## config.mk

```make
export PLATFORM = sky130hd
export DESIGN_NAME = ifs_fern_point_generator
export DESIGN_NICKNAME = d
export VERILOG_FILES = /design/src/hw/rtl/ifp_pkg.sv /design/src/hw/rtl/ifp_start_coord.sv /design/src/hw/rtl/ifp_map_select.sv /design/src/hw/rtl/ifp_map_term.sv /design/src/hw/rtl/ifs_fern_point_generator.sv
export SDC_FILE = /design/constraint.sdc
export NUM_CORES = 2
export LEC_CHECK = 0
export ABC_AREA = 1
export BUFFER_PORTS_ARGS = -buffer_cell sky130_fd_sc_hd__buf_2
export CAP_MARGIN = 40
export CORE_MARGIN = 5
export CORE_UTILIZATION = 50
export DETAILED_ROUTE_END_ITERATION = 16
export PLACE_DENSITY = 0.79
export REMOVE_ABC_BUFFERS = 1
export SLEW_MARGIN = 5
export SYNTH_ARGS = -nofsm -noshare
export SYNTH_HDL_FRONTEND = slang
export SYNTH_SLANG_ARGS = --single-unit
```

## constraint.sdc

```tcl
create_clock -name clk -period 13.7 [get_ports clk]
set_clock_uncertainty 0.2 [all_clocks]
set_input_delay 2.74 -clock clk [delete_from_list [all_inputs] [get_ports clk]]
set_output_delay 2.74 -clock clk [all_outputs]
set_load 0.01 [all_outputs]
```

## src/hw/rtl/ifp_pkg.sv

```systemverilog
// ----------------------------------------------------------------------------
// ifp_pkg
// Shared widths, fixed-point constants and types of the fern point generator.
// ----------------------------------------------------------------------------
package ifp_pkg;

  localparam int FRAC_BITS = 16;
  localparam int RAND_BITS = 15;
  localparam int COORD_W   = FRAC_BITS + 8;
  localparam int COEF_W    = FRAC_BITS + 2;
  localparam int ITER_W    = 8;
  localparam int PHASE_W   = 9;
  localparam int OUT_W     = 20;

  localparam logic [ITER_W-1:0] ITER_RESET = ITER_W'(20);

  localparam logic signed [COORD_W-1:0] COORD_MAX = {1'b0, {(COORD_W-1){1'b1}}};
  localparam logic signed [COORD_W-1:0] COORD_MIN = {1'b1, {(COORD_W-1){1'b0}}};

  // window of emitted points
  localparam logic signed [COORD_W-1:0] X_HI = COORD_W'(longint'(5) <<< FRAC_BITS);
  localparam logic signed [COORD_W-1:0] X_LO = -X_HI;
  localparam logic signed [COORD_W-1:0] Y_HI = COORD_W'(longint'(10) <<< FRAC_BITS);

  // start coordinate: round(word * 2^FRAC_BITS / 50000) by reciprocal multiply
  localparam int START_DIV     = 50000;
  localparam int START_BIAS    = START_DIV / 2;
  localparam int START_NUM_W   = RAND_BITS + ((FRAC_BITS > 15) ? FRAC_BITS : 15);
  localparam int START_SHIFT   = START_NUM_W + 16;
  localparam int START_RECIP_W = START_SHIFT - 15;
  localparam int START_Q_W     = START_NUM_W + START_RECIP_W - START_SHIFT;
  localparam longint START_RECIP_L =
    ((longint'(1) <<< START_SHIFT) + longint'(START_DIV) - 1) / longint'(START_DIV);
  localparam logic [START_RECIP_W-1:0] START_RECIP = START_RECIP_W'(START_RECIP_L);

  // map choice thresholds on 100 * word
  localparam int R100_W = RAND_BITS + 7;
  localparam logic [R100_W-1:0] RAND_TOP = R100_W'((longint'(1) <<< RAND_BITS) - 1);
  localparam logic [R100_W-1:0] TH_STEM  = RAND_TOP;
  localparam logic [R100_W-1:0] TH_LEAF  = R100_W'(86 * ((longint'(1) <<< RAND_BITS) - 1));
  localparam logic [R100_W-1:0] TH_LEFT  = R100_W'(93 * ((longint'(1) <<< RAND_BITS) - 1));

  function automatic logic signed [COEF_W-1:0] coef(input int h);
    return COEF_W'(((longint'(h) <<< FRAC_BITS) + 64'sd50) / 64'sd100);
  endfunction

  localparam logic signed [COEF_W-1:0] C_ZERO = '0;
  localparam logic signed [COEF_W-1:0] C_P16  = coef(16);
  localparam logic signed [COEF_W-1:0] C_P85  = coef(85);
  localparam logic signed [COEF_W-1:0] C_P04  = coef(4);
  localparam logic signed [COEF_W-1:0] C_N04  = -coef(4);
  localparam logic signed [COEF_W-1:0] C_P20  = coef(20);
  localparam logic signed [COEF_W-1:0] C_N26  = -coef(26);
  localparam logic signed [COEF_W-1:0] C_P23  = coef(23);
  localparam logic signed [COEF_W-1:0] C_P22  = coef(22);
  localparam logic signed [COEF_W-1:0] C_N15  = -coef(15);
  localparam logic signed [COEF_W-1:0] C_P28  = coef(28);
  localparam logic signed [COEF_W-1:0] C_P26  = coef(26);
  localparam logic signed [COEF_W-1:0] C_P24  = coef(24);

  localparam logic signed [COORD_W-1:0] K_ZERO = '0;
  localparam logic signed [COORD_W-1:0] K_160  =
    COORD_W'(((longint'(160) <<< FRAC_BITS) + 64'sd50) / 64'sd100);
  localparam logic signed [COORD_W-1:0] K_044  =
    COORD_W'(((longint'(44) <<< FRAC_BITS) + 64'sd50) / 64'sd100);

  typedef struct packed {
    logic signed [COEF_W-1:0]  xa;
    logic signed [COEF_W-1:0]  xb;
    logic signed [COEF_W-1:0]  ya;
    logic signed [COEF_W-1:0]  yb;
    logic signed [COORD_W-1:0] yk;
  } map_coef_t;

endpackage

```

## src/hw/rtl/ifp_start_coord.sv

```systemverilog
// ----------------------------------------------------------------------------
// ifp_start_coord
// Start coordinate from a random word: rounded word * 2^FRAC_BITS / 50000.
// ----------------------------------------------------------------------------
module ifp_start_coord (
  input  logic [ifp_pkg::RAND_BITS-1:0]      word,
  output logic signed [ifp_pkg::COORD_W-1:0] coord
);
  import ifp_pkg::*;

  localparam int PROD_W = START_NUM_W + START_RECIP_W;
  localparam int CMP_W  = START_Q_W + COORD_W;

  logic [START_NUM_W-1:0] num;
  logic [PROD_W-1:0]      prod;
  logic [START_Q_W-1:0]   quo;
  logic                   over;

  assign num  = (START_NUM_W'(word) << FRAC_BITS) + START_NUM_W'(START_BIAS);
  assign prod = PROD_W'(num) * PROD_W'(START_RECIP);
  assign quo  = prod[START_SHIFT +: START_Q_W];
  assign over = CMP_W'(quo) > CMP_W'(COORD_MAX);

  assign coord = over ? COORD_MAX : COORD_W'(quo);

endmodule

```

## src/hw/rtl/ifp_map_select.sv

```systemverilog
// ----------------------------------------------------------------------------
// ifp_map_select
// Picks one of the four fern maps from a random word and gives its coefficients.
// ----------------------------------------------------------------------------
module ifp_map_select (
  input  logic [ifp_pkg::RAND_BITS-1:0] word,
  output ifp_pkg::map_coef_t            coef_o
);
  import ifp_pkg::*;

  logic [R100_W-1:0] r100;

  assign r100 = R100_W'(word) * R100_W'(100);

  always_comb begin
    priority if (r100 < TH_STEM) begin
      coef_o = '{xa: C_ZERO, xb: C_ZERO, ya: C_ZERO, yb: C_P16, yk: K_ZERO};
    end else if (r100 < TH_LEAF) begin
      coef_o = '{xa: C_P85, xb: C_P04, ya: C_N04, yb: C_P85, yk: K_160};
    end else if (r100 < TH_LEFT) begin
      coef_o = '{xa: C_P20, xb: C_N26, ya: C_P23, yb: C_P22, yk: K_160};
    end else begin
      coef_o = '{xa: C_N15, xb: C_P28, ya: C_P26, yb: C_P24, yk: K_044};
    end
  end

endmodule

```

## src/hw/rtl/ifp_map_term.sv

```systemverilog
// ----------------------------------------------------------------------------
// ifp_map_term
// One affine term: round(c1*a + c2*b) + k, rounded half up, saturated.
// ----------------------------------------------------------------------------
module ifp_map_term (
  input  logic signed [ifp_pkg::COEF_W-1:0]  c1,
  input  logic signed [ifp_pkg::COORD_W-1:0] a,
  input  logic signed [ifp_pkg::COEF_W-1:0]  c2,
  input  logic signed [ifp_pkg::COORD_W-1:0] b,
  input  logic signed [ifp_pkg::COORD_W-1:0] k,
  output logic signed [ifp_pkg::COORD_W-1:0] res
);
  import ifp_pkg::*;

  localparam int PROD_W = COEF_W + COORD_W;
  localparam int SUM_W  = PROD_W + 1;
  localparam int SHR_W  = SUM_W - FRAC_BITS;
  localparam int ACC_W  = SHR_W + 1;

  localparam logic signed [SUM_W-1:0] HALF =
    {{(SUM_W-FRAC_BITS){1'b0}}, 1'b1, {(FRAC_BITS-1){1'b0}}};

  logic signed [PROD_W-1:0] p1;
  logic signed [PROD_W-1:0] p2;
  logic signed [SUM_W-1:0]  sum;
  logic signed [SUM_W-1:0]  shr;
  logic signed [SHR_W-1:0]  rnd;
  logic signed [ACC_W-1:0]  acc;

  assign p1  = PROD_W'(c1) * PROD_W'(a);
  assign p2  = PROD_W'(c2) * PROD_W'(b);
  assign sum = SUM_W'(p1) + SUM_W'(p2) + HALF;
  assign shr = sum >>> FRAC_BITS;
  assign rnd = shr[SHR_W-1:0];
  assign acc = ACC_W'(rnd) + ACC_W'(k);

  always_comb begin
    priority if (acc > ACC_W'(COORD_MAX)) begin
      res = COORD_MAX;
    end else if (acc < ACC_W'(COORD_MIN)) begin
      res = COORD_MIN;
    end else begin
      res = acc[COORD_W-1:0];
    end
  end

endmodule

```

## src/hw/rtl/ifs_fern_point_generator.sv

```systemverilog
// ----------------------------------------------------------------------------
// ifs_fern_point_generator
// Chaos-game point generator for the fern iterated function system.
// ----------------------------------------------------------------------------
// Each point takes iterations + 2 input beats: start x, start y, then one map
// choice per beat (an iterations value of zero counts as one). The block takes
// one beat every clock unless in_stall is high; a beat waits in the input
// register and is applied from there, the four 24x18 products of the map
// datapath setting the clock. A point inside x in [-5,5], y in [0,10] enters
// the result register with its last beat; others are dropped. Coordinates are
// signed Q8.16. Write iterations only while the block is idle.
// ----------------------------------------------------------------------------
module ifs_fern_point_generator (
  input  logic                               clk,
  input  logic                               rst_n,
  input  logic                               cfg_wr_en,
  input  logic [ifp_pkg::ITER_W-1:0]         cfg_wr_data,
  input  logic                               in_valid,
  output logic                               in_stall,
  input  logic [ifp_pkg::RAND_BITS-1:0]      in_random_word,
  output logic                               out_valid,
  input  logic                               out_stall,
  output logic signed [ifp_pkg::OUT_W-1:0]   out_point_x,
  output logic [ifp_pkg::OUT_W-1:0]          out_point_y
);
  import ifp_pkg::*;

  logic [ITER_W-1:0]          iter_r;
  logic                       in_valid_r;
  logic [RAND_BITS-1:0]       word_r;
  logic [PHASE_W-1:0]         phase_r;
  logic signed [COORD_W-1:0]  cur_x_r;
  logic signed [COORD_W-1:0]  cur_y_r;
  logic                       out_valid_r;
  logic signed [OUT_W-1:0]    out_x_r;
  logic [OUT_W-1:0]           out_y_r;

  logic                       advance;
  logic                       fire;
  logic [ITER_W-1:0]          need;
  logic [PHASE_W-1:0]         done;
  logic                       more;
  logic                       in_window;
  logic                       emit;
  logic signed [COORD_W-1:0]  start_val;
  map_coef_t                  coef;
  logic signed [COORD_W-1:0]  nx;
  logic signed [COORD_W-1:0]  ny;

  ifp_start_coord u_start (
    .word  (word_r),
    .coord (start_val)
  );

  ifp_map_select u_sel (
    .word   (word_r),
    .coef_o (coef)
  );

  ifp_map_term u_term_x (
    .c1  (coef.xa),
    .a   (cur_x_r),
    .c2  (coef.xb),
    .b   (cur_y_r),
    .k   (K_ZERO),
    .res (nx)
  );

  ifp_map_term u_term_y (
    .c1  (coef.ya),
    .a   (cur_x_r),
    .c2  (coef.yb),
    .b   (cur_y_r),
    .k   (coef.yk),
    .res (ny)
  );

  assign advance   = ~out_valid_r | ~out_stall;
  assign fire      = in_valid_r & advance;
  assign in_stall  = in_valid_r & ~advance;

  assign need      = (iter_r == '0) ? ITER_W'(1) : iter_r;
  assign done      = phase_r - PHASE_W'(1);
  assign more      = done < PHASE_W'(need);
  assign in_window = (nx >= X_LO) && (nx <= X_HI) && (ny >= K_ZERO) && (ny <= Y_HI);
  assign emit      = (phase_r >= PHASE_W'(2)) && !more && in_window;

  // config register
  always_ff @(posedge clk) begin
    if (!rst_n) begin
      iter_r <= ITER_RESET;
    end else if (cfg_wr_en) begin
      iter_r <= cfg_wr_data;
    end
  end

  // input register
  always_ff @(posedge clk) begin
    if (!rst_n) begin
      in_valid_r <= 1'b0;
    end else if (!in_stall) begin
      in_valid_r <= in_valid;
    end
  end

  always_ff @(posedge clk) begin
    if (!in_stall) begin
      word_r <= in_random_word;
    end
  end

  // point state
  always_ff @(posedge clk) begin
    if (!rst_n) begin
      phase_r <= '0;
      cur_x_r <= '0;
      cur_y_r <= '0;
    end else if (fire) begin
      priority if (phase_r == PHASE_W'(0)) begin
        cur_x_r <= start_val;
        phase_r <= PHASE_W'(1);
      end else if (phase_r == PHASE_W'(1)) begin
        cur_y_r <= start_val;
        phase_r <= PHASE_W'(2);
      end else begin
        cur_x_r <= nx;
        cur_y_r <= ny;
        phase_r <= more ? phase_r + PHASE_W'(1) : '0;
      end
    end
  end

  // result register
  always_ff @(posedge clk) begin
    if (!rst_n) begin
      out_valid_r <= 1'b0;
    end else if (advance) begin
      out_valid_r <= fire & emit;
    end
  end

  always_ff @(posedge clk) begin
    if (advance) begin
      out_x_r <= nx[OUT_W-1:0];
      out_y_r <= ny[OUT_W-1:0];
    end
  end

  assign out_valid   = out_valid_r;
  assign out_point_x = out_x_r;
  assign out_point_y = out_y_r;

endmodule
```

## Word-level counts from Yosys, hierarchy flattened

Index checks and enable logic that the tools add are counted.

- Logic and storage cells: 70
- Bits of input ports: 28
- Register bits after elaboration: 122
- Output and inout port bits: 42

- Reductions and logical operators: 10
- Multipliers: 6
- $lt $le $gt $ge: 13
- Bitwise operators: 8
- $add $sub $neg: 8
- Muxes and demuxes: 14
- Eq/ne operators: 2

Operators with widths:

| kind | count |
|---|---|
| $mux W96 | 3 |
| $mul A18 B24 Y42 | 4 |
| $mux W24 | 7 |
| $add A42 B42 Y43 | 2 |
| $add A43 B17 Y43 const B | 2 |
| $mul A31 B29 Y60 const B | 1 |
| $lt A22 B22 Y1 const B | 2 |
| $add A31 B15 Y31 const B | 1 |
| $add A27 B24 Y28 | 1 |
| $gt A28 B24 Y1 const B | 1 |
| $lt A28 B24 Y1 const B | 1 |
| $gt A27 B24 Y1 const B | 1 |
| $lt A27 B24 Y1 const B | 1 |
| $mux W9 | 3 |
| $ge A24 B1 Y1 const B | 1 |
| $ge A24 B20 Y1 const B | 1 |
| $le A24 B20 Y1 const B | 1 |
| $le A24 B21 Y1 const B | 1 |
| $lt A22 B15 Y1 const B | 1 |
| $mul A15 B5 Y20 const B | 1 |
| $add A9 B1 Y9 const B | 1 |
| $eq A9 B1 Y1 const B | 1 |
| $ge A9 B2 Y1 const B | 1 |
| $logic_not A9 Y1 | 1 |
| other kinds (11) | 21 |

## Depth between registers and ports, before layout

- Word-level depth: 17
- Mapped depth: 80
- Mapped depth without buffers: 79

## Cells and area by module

Synthesis repeated with hierarchy kept, for this count alone.

- Cell total of the unflattened synthesis: 10936
- Area total of the unflattened synthesis: 85639.6 µm²

Modules (own cells, without submodules):

| module | instances | area an instance (µm²) | seq. area each (µm²) | cells an instance |
|---|---|---|---|---|
| ifp_map_term (u_term_x) | 1 | 33943.8 | 0.0 | 4339 |
| ifp_map_term (u_term_y) | 1 | 33591.0 | 0.0 | 4258 |
| ifp_start_coord | 1 | 10369.9 | 0.0 | 1391 |
| ifs_fern_point_generator | 1 | 5112.4 | 2992.9 | 548 |
| ifp_map_select | 1 | 2622.5 | 0.0 | 400 |

## Worst setup path before layout

OpenSTA, ideal clock, no wires.

- Path type: reg2reg
- Start: register word_r[2]
- End: register out_valid_r, in the netlist out_valid
- Period minus slack after synthesis: 13633 ps
- Required time: 13339 ps
- Setup time: 161 ps
- Arrival time: 13272 ps
- Path slack: 67 ps
- Stages on the path, launching flop included: 57
- Buffers on the path: 1
- Path through: edfxtp_1 -> inv_1 -> ha_1 -> inv_1 -> ha_1 -> fa_1 -> ha_1 -> or2_4 -> nand3_2 -> nand2_2 -> nand2_1 -> nand2_1 -> nand2_1 -> nand2_2 -> nand2_1 -> nor2_2 -> nand2_4 -> inv_1 -> [... 21 more ...] -> ha_1 -> a21oi_1 -> nor2_1 -> a2111oi_0 -> nand2_2 -> nand4_1 -> nand2_1 -> nor2_1 -> nand3_2 -> nand2_4 -> buf_6 -> nand2_1 -> nand2_1 -> nand2_1 -> nand2_1 -> nand2_1 -> nand2_1 -> a21oi_2

- Cells in the longest elaborated chain, start to end: 17
- Elaborated cells on any way between the ends: 33
- Classes of those cells: add/sub: 5; mul: 5; order compare: 11; mux: 7; bitwise: 1; reduce/logical: 4

Ends and longest elaborated chain:

| element | RTL line | RTL |
|---|---|---|
| start: declaration | ifs_fern_point_generator.sv:30 | `logic [RAND_BITS-1:0] word_r;` |
| start signal: assignment | ifs_fern_point_generator.sv:108 | `word_r <= in_random_word;` |
| $mul A15 B5 Y20 * | ifp_map_select.sv:13 | `assign r100 = R100_W'(word) * R100_W'(100);` |
| $lt A22 B22 Y1 | ifp_map_select.sv:20 | `end else if (r100 < TH_LEFT) begin` |
| $mux W96 | ifp_map_select.sv:20 |  |
| $mux W96 | ifp_map_select.sv:18 | `end else if (r100 < TH_LEAF) begin` |
| $mux W96 * | ifp_map_select.sv:16 | `priority if (r100 < TH_STEM) begin` |
| $mul A18 B24 Y42 (on tied branches) | ifp_map_term.sv:31, ifp_map_term.sv:30 |  |
| $add A42 B42 Y43 | ifp_map_term.sv:32 | `assign sum = SUM_W'(p1) + SUM_W'(p2) + HALF;` |
| $add A43 B17 Y43 | ifp_map_term.sv:32 |  |
| $add A27 B24 Y28 or $lt A27 B24 Y1 (tied branches) | ifp_map_term.sv:35, ifp_map_term.sv:40 |  |
| $lt A28 B24 Y1 or $mux W24 (tied branches) | ifp_map_term.sv:40 | `end else if (acc < ACC_W'(COORD_MIN)) begin` |
| $mux W24 (on tied branches) | ifp_map_term.sv:40, ifp_map_term.sv:38 |  |
| $mux W24, or another cell as far along | ifp_map_term.sv:38 | `priority if (acc > ACC_W'(COORD_MAX)) begin` |
| $ge A24 B1 Y1 or $logic_and A1 B1 Y1 (tied branches) | ifs_fern_point_generator.sv:85 | `assign in_window = (nx >= X_LO) && (nx <= X_HI) && (ny >= K_ZERO) && (ny <= Y_HI);` |
| $logic_and A1 B1 Y1 | ifs_fern_point_generator.sv:85 |  |
| $logic_and A1 B1 Y1 * | ifs_fern_point_generator.sv:85 |  |
| $logic_and A1 B1 Y1 * | ifs_fern_point_generator.sv:86 | `assign emit = (phase_r >= PHASE_W'(2)) && !more && in_window;` |
| $and A1 B1 Y1 * | ifs_fern_point_generator.sv:138 | `out_valid_r <= fire & emit;` |
| end signal: assignment | ifs_fern_point_generator.sv:138 |  |
| end: declaration | ifs_fern_point_generator.sv:34 | `logic out_valid_r;` |

Every way passes the cells marked *; elsewhere a longest branch is shown, timed or not.
A chain may end at the register's enable or synchronous reset.

## Final worst setup path

- Start: register word_r[2]
- End: register cur_y_r[15]

- Cells in the longest elaborated chain, start to end: 13
- Elaborated cells on any way between the ends: 19
- Classes of those cells: add/sub: 4; mul: 4; order compare: 5; mux: 6

Ends and longest elaborated chain:

| element | RTL line | RTL |
|---|---|---|
| $mul A15 B5 Y20 | ifp_map_select.sv:13 |  |
| $lt A22 B22 Y1 | ifp_map_select.sv:20 |  |
| $mux W96 | ifp_map_select.sv:20 |  |
| $mux W96 | ifp_map_select.sv:18 |  |
| $mux W96 | ifp_map_select.sv:16 |  |
| $mul A18 B24 Y42 (on tied branches) | ifp_map_term.sv:31, ifp_map_term.sv:30 |  |
| $add A42 B42 Y43 | ifp_map_term.sv:32 |  |
| $add A43 B17 Y43 | ifp_map_term.sv:32 |  |
| $add A27 B24 Y28 | ifp_map_term.sv:35 | `assign acc = ACC_W'(rnd) + ACC_W'(k);` |
| $lt A28 B24 Y1 | ifp_map_term.sv:40 |  |
| $mux W24 | ifp_map_term.sv:40 |  |
| $mux W24 | ifp_map_term.sv:38 |  |
| $mux W24 * | ifs_fern_point_generator.sv:122 | `end else if (phase_r == PHASE_W'(1)) begin` |
| end signal: assignment | ifs_fern_point_generator.sv:123 | `cur_y_r <= start_val;` |
| end signal: assignment | ifs_fern_point_generator.sv:127 | `cur_y_r <= ny;` |
| end: declaration | ifs_fern_point_generator.sv:33 | `logic signed [COORD_W-1:0] cur_y_r;` |

Marks and branches as above.

==> key figures <==
Synth
  – Ys flop type: dfxtp_1
  – Area contributors post-synth: fa_1 53%, inv_1 14%, ha_1 13%
  – #FFs+latches synth: ~120
  – Synth cell types: 63
  – Synthesized area: 69900 um^2
  – Yosys top cell by area: fa_1
  – Sequential area share after synthesis: approximately 4.3%
  – Synth async-reset ratio: 0%
  – Post-synth EDFFs: 55
  – Mean Syn Cell Area: 9.16 um^2
  – Ys Warns: 0
  – Cells after synthesis: approximately 7600
  – Top-area cell type share of the netlist area: 52.9%

Critical path
  – Crit. End Element: flop
  – Critical Path Most Common Cell: fa_1
  – Startpoint Class: flop
  – Arr. time, crit path: 13340 ps
  – Reg2reg start: word_r[2]$_DFFE_PN_
  – Crit path launch: word_r[2]$_DFFE_PN_
  – Worst R2R End: cur_y_r[15]$_SDFFE_PN0P_
  – R2R cell count: 63
  – CP peak stage delay: between 600 and 700 ps
  – Reg2Reg Setup Slack: a little under 600 ps
  – Worst Path Required: between 10000 and 15000 ps
  – Critical path class: flop to flop
  – Worst path slowest cell: fa_1
  – CP max FO: 24
  – Worst Setup EP: cur_y_r[15]$_SDFFE_PN0P_

Placed design
  – Final HPWL DP: roughly 220000 um
  – Place WS: around 30 ps
  – Routability cong.: roughly 1.1
  – Count of buffers from port buffering: 69
  – Cells after DPL: roughly 10000

Clock tree
  – Htree depth: 4
  – Clock Tree Root: clkbuf_16
  – CTS tree: built
  – Clock latency on the worst-skew pair: 520 ps
  – Clk slew on worst S/H paths: roughly 60 ps
  – Number of clock sinks: roughly 120
  – CTS Buf Count: 17
  – Buffer levels on the longest clock path: 2

Layout
  – Post-Route Utilization: 54.8%
  – Layout fillers: 12739
  – N_diodes: 0
  – Post-Layout Cell Count: approximately 9900
  – Area Growth Syn to Fin: 9.10%
  – Total Nets Final: ~11000
  – Share of cells above drive strength 1: 7.81%

Floorplanning
  – Starting density of the core: about half
  – Die area: about 150000 um^2
  – Core area: between 100000 and 150000 um^2
  – I/O pin cnt: 70
  – Rows: about 140
  – Die width: 384 um
  – Die Ht: roughly 380 um

Worst hold path
  – Hold depth: 2
  – Hold Path Class: flop to flop

Route
  – Vias/cell: around 5.3
  – ANT nets after route: 0
  – Detailed Routing Iterations Pass 1: 6
  – Drt total wl: 249000 um
  – 1st-iter DRT viols: ~4500
  – WL/cell: 25.2 um
  – Vias: between 50000 and 60000
  – DRC violations left: 0

STA
  – Final Hold Violating Endpoints: 0
  – Fin crit period: 13120 ps
  – Final Cycle Share: around 96%
  – Slew margin rel.: 36.0%
  – Final setup viols: 0
  – Setup TNS: 0 ps
  – Fmax: 76.2 MHz
  – Fin worst setup slack: 576 ps
  – Count of final max-slew check failures: 0
  – Tightest Pin Transition: around 960 ps

GRT
  – Initial antenna violation count: 1
  – GR Layer Usage met1: between 40 and 50%
  – Total congestion overflow: 0
  – Layer with the highest usage: met2
  – Largest net degree at the start of global routing: between 70 and 80
  – Global-route wire length before repair: 370000 um
  – GR Util met3: 5.62%
  – M2 GR Usage: a little over half
  – Vias in the first global route: roughly 57000
  – All-Layer GR Usage: around a third

Flow run
  – Max Cap Viol: 0

Run status
  – Run status: finished, final reports clean
## registers in the layout (all words and copies together) (netlist names)
signal       count
in_valid_r       1
phase_r          9
word_r          15
out_point_y     20
cur_y_r         24
out_point_x     20
cur_x_r         24
iter_r           8
out_valid        1
## worst min path at each step
stage	from	endpoint	slack, ps
global route	cur_x_r[6]$_SDFFE_PN0P_	cur_x_r[6]$_SDFFE_PN0P_	310
global placement	cur_x_r[6]$_SDFFE_PN0P_	cur_x_r[6]$_SDFFE_PN0P_	260
CTS	cur_x_r[6]$_SDFFE_PN0P_	cur_x_r[6]$_SDFFE_PN0P_	270
finish	cur_x_r[6]$_SDFFE_PN0P_	cur_x_r[6]$_SDFFE_PN0P_	270
detailed placement	cur_x_r[6]$_SDFFE_PN0P_	cur_x_r[6]$_SDFFE_PN0P_	260
floorplan	cur_x_r[6]$_SDFFE_PN0P_	cur_x_r[6]$_SDFFE_PN0P_	250
## through the flow
stage	cell area [um^2]	hold WS, ps
floorplan	69500	245
global placement	74800	257
detailed placement	75000	265
CTS	75600	275
global route	76300	311
finish	76300	272
## cell type report
class	count	area, um^2	share of cell area (%)
Tap cell	1876	2350	3.08
Timing Repair Buffer	434	3410	4.47
Multi-Input combinational cell	4736	56800	74.5
Sequential cell	122	2990	3.92
Inverter	2679	10100	13.2
Clock inverter	13	164	0.215
Clock buffer	19	454	0.596
## cell usage in the layout, fill, tap and decap left out, types with 43 or more instances in the layout
| cell | count |
|---|---|
| nand2_1 | 713 |
| xnor2_1 | 43 |
| fa_1 | 1839 |
| dfxtp_1 | 67 |
| nor2_1 | 530 |
| buf_2 | 69 |
| nand3_1 | 97 |
| inv_1 | 2647 |
| o21ai_0 | 102 |
| xor2_1 | 94 |
| nor2_2 | 43 |
| buf_4 | 339 |
| edfxtp_1 | 55 |
| a21oi_1 | 251 |
| ha_1 | 738 |
## worst max-delay path, delay by kind of cell, from the launching register on
family	cells	cell delay [ps]
compound gates	8	1210
xor+xnor	1	160
fa+ha+maj	15	6650
buf+inv	14	1640
flops	1	480
simple gates	25	2650
## per-layer routing
layer  vias up  wire length (um)
met1     26707             99000
met4         0             19300
met3       615             19300
met2      2335            112000
met5         -                 0
li1      22588                 -
## cell usage after synthesis, types with 13 or more instances
library cell / n
inv_1: 2664
fa_1: 1846
ha_1: 745
nand2_1: 718
nor2_1: 578
a21oi_1: 260
o21ai_0: 109
nand3_1: 97
xor2_1: 95
clkbuf_1: 67
dfxtp_1: 67
edfxtp_1: 55
xnor2_1: 43
nand4_1: 36
o211ai_1: 35
nor3_1: 24
nand2_2: 21
a31oi_1: 17
o21a_1: 16
clkinv_1: 13
## logic make-up after synthesis
logic type                 synth area share [%]
AOI/OAI and AO/OA                          3.95
xor gates and xnor gates                   1.75
adders and majority gates                  66.2
buffers and inverters                      15.0
DFF                                        4.28
and+or+nand+nor                            8.84
## timing repair
item,in CTS,in global routing
setup endpoints to repair,1,45
hold buffers,0,0
setup buffers,0,19
resized for setup,1,142
cloned,0,5
pin swaps,0,8
Power is left out: the tool's default activity adds up to more than one toggle a clock period on the data nets, which glitch-free logic cannot reach.
